`src/sv/vtnl_pkg.sv`:
```
package vtnl_pkg;

  localparam int Dim       = 128;
  localparam int Nodes     = 1024;
  localparam int CompBits  = 16;
  localparam int NodeW     = 10;
  localparam int DimW      = 7;
  localparam int DistW     = 40;
  localparam int LeafW     = 11;
  localparam int DimsW     = 8;
  localparam int CenterAw  = NodeW + DimW;

  typedef enum logic [1:0] {
    CMD_LOAD_CENTER = 2'd0,
    CMD_LOAD_RANGE  = 2'd1,
    CMD_LOAD_QUERY  = 2'd2,
    CMD_DESCEND     = 2'd3
  } cmd_e;

  typedef enum logic [3:0] {
    ST_IDLE,
    ST_NODE_RD,
    ST_NODE_CHK,
    ST_DIST_START,
    ST_DIST_RUN,
    ST_DIST_DRAIN,
    ST_DIST_WAIT,
    ST_COMPARE,
    ST_EMIT
  } state_e;

  // controller to datapath commands
  typedef struct packed {
    logic load_start;   // current node from input
    logic node_rd;      // read child range of current node
    logic first_cand;   // candidate = first child
    logic next_cand;    // candidate += 1
    logic dist_clear;   // clear accumulator and dim counter
    logic dist_issue;   // issue one component read
    logic dist_acc;     // accumulate one squared difference
    logic take_best;    // update best if better or first
    logic move_best;    // current node = best child
    logic set_bad;
    logic clr_bad;
  } ctrl_t;

  // datapath status
  typedef struct packed {
    logic is_leaf;
    logic range_bad;
    logic last_dim;     // issuing final component
    logic zero_dims;
    logic last_cand;
  } stat_t;

  localparam logic [1:0] RegLeafStart = 2'd0;
  localparam logic [1:0] RegDimsInUse = 2'd1;

endpackage

```
`src/sv/vtnl_ctrl.sv`:
```
module vtnl_ctrl import vtnl_pkg::*; (
  input  logic  clk_i,
  input  logic  rst_ni,
  input  logic  start_i,
  input  logic  out_taken_i,
  input  stat_t stat_i,
  output ctrl_t ctrl_o,
  output logic  busy_o,
  output logic  out_valid_o
);

  state_e state_q, state_d;

  // state register
  always_ff @(posedge clk_i or negedge rst_ni) begin
    if (!rst_ni) begin
      state_q <= ST_IDLE;
    end else begin
      state_q <= state_d;
    end
  end

  // next state and commands
  always_comb begin
    state_d     = state_q;
    ctrl_o      = '0;
    busy_o      = 1'b1;
    out_valid_o = 1'b0;
    unique case (state_q)
      ST_IDLE: begin
        busy_o = 1'b0;
        if (start_i) begin
          ctrl_o.load_start = 1'b1;
          ctrl_o.clr_bad    = 1'b1;
          state_d           = ST_NODE_RD;
        end
      end
      ST_NODE_RD: begin
        ctrl_o.node_rd = 1'b1;
        state_d        = ST_NODE_CHK;
      end
      ST_NODE_CHK: begin
        if (stat_i.is_leaf) begin
          state_d = ST_EMIT;
        end else if (stat_i.range_bad) begin
          ctrl_o.set_bad = 1'b1;
          state_d        = ST_EMIT;
        end else begin
          ctrl_o.first_cand = 1'b1;
          state_d           = ST_DIST_START;
        end
      end
      ST_DIST_START: begin
        ctrl_o.dist_clear = 1'b1;
        state_d = stat_i.zero_dims ? ST_COMPARE : ST_DIST_RUN;
      end
      ST_DIST_RUN: begin
        // memory reads in flight, accumulation trails behind the read and difference stages
        ctrl_o.dist_issue = 1'b1;
        ctrl_o.dist_acc   = 1'b1;
        if (stat_i.last_dim) begin
          state_d = ST_DIST_DRAIN;
        end
      end
      ST_DIST_DRAIN: begin
        ctrl_o.dist_acc = 1'b1;
        state_d         = ST_DIST_WAIT;
      end
      ST_DIST_WAIT: begin
        ctrl_o.dist_acc = 1'b1;
        state_d         = ST_COMPARE;
      end
      ST_COMPARE: begin
        ctrl_o.take_best = 1'b1;
        if (stat_i.last_cand) begin
          ctrl_o.move_best = 1'b1;
          state_d          = ST_NODE_RD;
        end else begin
          ctrl_o.next_cand = 1'b1;
          state_d          = ST_DIST_START;
        end
      end
      ST_EMIT: begin
        out_valid_o = 1'b1;
        if (out_taken_i) begin
          state_d = ST_IDLE;
        end
      end
      default: state_d = ST_IDLE;
    endcase
  end

endmodule

```
`config.mk`:
```
export PLATFORM = sky130hd
export DESIGN_NAME = vtnl_ctrl
export DESIGN_NICKNAME = d
export VERILOG_FILES = /design/src/sv/vtnl_pkg.sv /design/src/sv/vtnl_ctrl.sv
export SDC_FILE = /design/constraint.sdc
export NUM_CORES = 1
export LEC_CHECK = 0
export BUFFER_PORTS_ARGS = -buffer_cell sky130_fd_sc_hd__buf_2
export CORE_AREA = 2 2 39 41
export CTS_CLUSTER_SIZE = 14
export DETAILED_ROUTE_END_ITERATION = 12
export DIE_AREA = 0 0 41 43
export SYNTH_ARGS = -nofsm -noshare
export SYNTH_HDL_FRONTEND = slang
export SYNTH_SLANG_ARGS = --single-unit
```
`constraint.sdc`:
```
create_clock -name clk_i -period 1.3 [get_ports clk_i]
set_input_delay 0.065 -clock clk_i [delete_from_list [all_inputs] [get_ports clk_i]]
set_output_delay 0.065 -clock clk_i [all_outputs]
set_load 0.01 [all_outputs]
```
==> results.md <==
- Outcome: finished with violations
- Failing checks: negative setup slack
- Biggest register: state_q
- CTS tree: done
- Cell area after synthesis: 375 µm²
- Setup_tns: -0.0353 ns
- Final worst setup slack: -0.0197 ns
- Leak pwr: 0.296 nW
- First-pass GRT wire length: 1520 µm
- Gpl congestion: 0.758
- Chip height: 43 µm
- Vias in the first global route: 377
- Root Driver: clkbuf_4
- # clock sinks: 4
- RSZ-0062 raised after global routing: true
- DR iter-0 viols: 1
- Seq cells post-synth: 4
- Port Buffers: 21
- Post-Synth XOR/XNOR Area: 0
- Layout Cells excl Fill: 85
- HPWL after DPL: 674 µm
- Clk_skew: 0.00256 ns
- Core area: 0.00138 mm²
- Mapped Nets: 48
- Min Clock Period, post-route: 1.32 ns
- Worst hold path type: primary input to flop
- F_max: 0.758 GHz
- Crit path kind: flop to output pin
- Post-synth ARST share: 1.00
- Antenna fix cells: 0
- Max reg flops: 4
- Post-Syn Area per Cell: 9.62 µm²
- Ratio of cells with drive above 1 in the final layout: 0.754
- Cell accounting for the most synthesized area: dfrtp_1
- CP required: 1.24 ns
- Routed vias/inst: 4.88
- Via count: 415
- Commonest non-fill, non-tap cells in the layout: buf_2 (20), buf_6 (5), buf_4 (5)
- Setup crit start: state_q[0]$_DFFE_PN0P_
- Top FF cell, synth: dfrtp_1
- Max cap viols: 0
- Area contributors post-synth: dfrtp_1 (27%), buf_6 (9.0%), nor4b_4 (6.3%), nand4bb_2 (4.3%), a221oi_2 (4.0%)
- Crit path launch type: flop
- Fin. Hold Viols: 0
- Mux contribution to synthesized area: 0.0267
- Antenna-violating nets left: 0
- DIE AREA: 0.00176 mm²
- Initial antenna violation count: 0
- Final Setup Violations: 2
- Clock transition at path regs: 0.04 ns
- Nets: 80
- Slowest-stage cell, CP: dfrtp_2
- Largest regs: state_q: 4 flops
- Final Max Slew Viols: 0
- DR pass1 iterations: 4
- Area Overhead vs Synth: 64.7%
- Clock latency at the later pin of the worst-skew pair: 0.24 ns
- Die width: 41 µm
- Drt wl/cell: 10.9 µm
- Distinct cell type count after synthesis: 26
- Post-synthesis sequential area ratio: 0.267
- Worst-margin pin slew: 0.239 ns
- H-Tree Depth: 1
- Adder-cell share of the synthesized area: 0
- Worst-path fanout max: 5
- Cells after Synth: 39
- Commonest non-fill, non-tap cell in the layout: buf_2
- Slowest cell delay on critical path: 0.44 ns
- Worst vdd ir: 0.821 mV
- Endpoint type of the worst setup path: output pin
- Synth top area share: 0.267
- Initial Util: 0.271
- Maximum root-to-sink buffer count: 2
- Fillers: 137
- Grt ovf: 0
- CP arrival: 1.25 ns
- CTS buffer count: 3
- Post-synth EDFFs: 0
- Complex-gate fraction of the synthesized area: 0.193
- Largest net degree at the start of global routing: 8
- Crit share post-route: 1.02
- Slew HR: 0.840
- # DRC: 0
- Routed WL: 927 µm
- Multi-input combinational cell area: 263 µm²
- Storage cell area: 105 µm²
- DP Cell Count: 75
- FF-to-FF Start: state_q[2]$_DFFE_PN0P_
- Dpl cell area: 482 µm²
- Post-Place Setup Slack: 0.00912 ns
- Gr usage total: 0.130
- Synth Area in Simple Gates: 0.393
- I/O pin total: 22
- PwrDens: 2340 mW/mm²
- Num rows: 14
- Cell area after layout: 618 µm²
- Yosys warning count: 0
- Worst-path cell chain: nor4b_4, and2_4, buf_6
- Largest family of logic cells by synthesized area: simple AND/OR/NAND/NOR gates
- HP Start: stat_i[1]
==> repair_timing <==
action | CTS | global route
endpoints found under the hold margin | 4 | 0
resized for setup | 13 | 5
buffers inserted | 6 | 0
pin swaps | 2 | 0
setup endpoints to repair | 10 | 8
hold buffers | 1 | 0
==> synthesized netlist by cell type, drive strengths merged (2+ instances only) <==
library cell	number
and2	2
a21oi	2
nor3	2
buf	4
or2	2
dfrtp	4
nand2	3
nor2	4
==> worst max-delay path: cells and delay by family, from the launching register on <==
family	cells	cell delay, ns
AND/OR/NAND/NOR	2	0.49
flip-flops	1	0.44
buffers and inverters	1	0.09
==> per-stage QoR <==
stage / utilization / total power [mW] / hold WS, ns
3_5_place_dp: 0.348 / 1.01 / -0.129
2_1_floorplan: - / 0.838 / -0.231
6_report: 0.447 / 1.44 / 0.0865
5_1_grt: 0.447 / 1.56 / 0.0944
3_3_place_gp: 0.348 / 0.996 / -0.129
4_1_cts: 0.433 / 1.40 / 0.0869
==> layer usage <==
metal	up-vias	GRT usage	part of all wire	routed length [µm]
li1	204	-	-	-
met5	-	0	0	0
met2	16	0.197	0.49	451
met4	0	0.0800	0.022	20
met3	2	0.0471	0.057	53
met1	193	0.147	0.43	402
==> worst paths after layout <==
kind,slack [ns],cells past startpoint,endpoint
worst max-delay path,-0.02,3,ctrl_o[8]
worst min-delay path,0.09,3,state_q[1]$_DFFE_PN0P_
worst max register to register,0.06,3,state_q[0]$_DFFE_PN0P_
worst min register to register,0.62,2,state_q[3]$_DFFE_PN0P_
max in group asynchronous,1.02,2,state_q[3]$_DFFE_PN0P_
min in group asynchronous,0.15,2,state_q[2]$_DFFE_PN0P_
==> layout make-up <==
cell class | count | area share
clock buffer | 3 | 0.0364
inverter | 1 | 0.00607
multi-input combinational | 30 | 0.425
sequential | 4 | 0.170
tap | 16 | 0.0324
timing repair buffer | 31 | 0.330
==> cells by family after synthesis <==
group,after synthesis
buf+inv,5
simple gates,21
flops,4
mux,1
compound gates,8
==> power breakdown <==
part	switching [mW]	leakage (nW)	internal, mW	total [mW]
clock network	0.0522	0.0138	0.103	0.156
registers	0.121	0.0455	0.199	0.320
logic	0.430	0.237	0.538	0.968
total	0.604	0.296	0.840	1.44
Power figures use the tool's default switching activity.
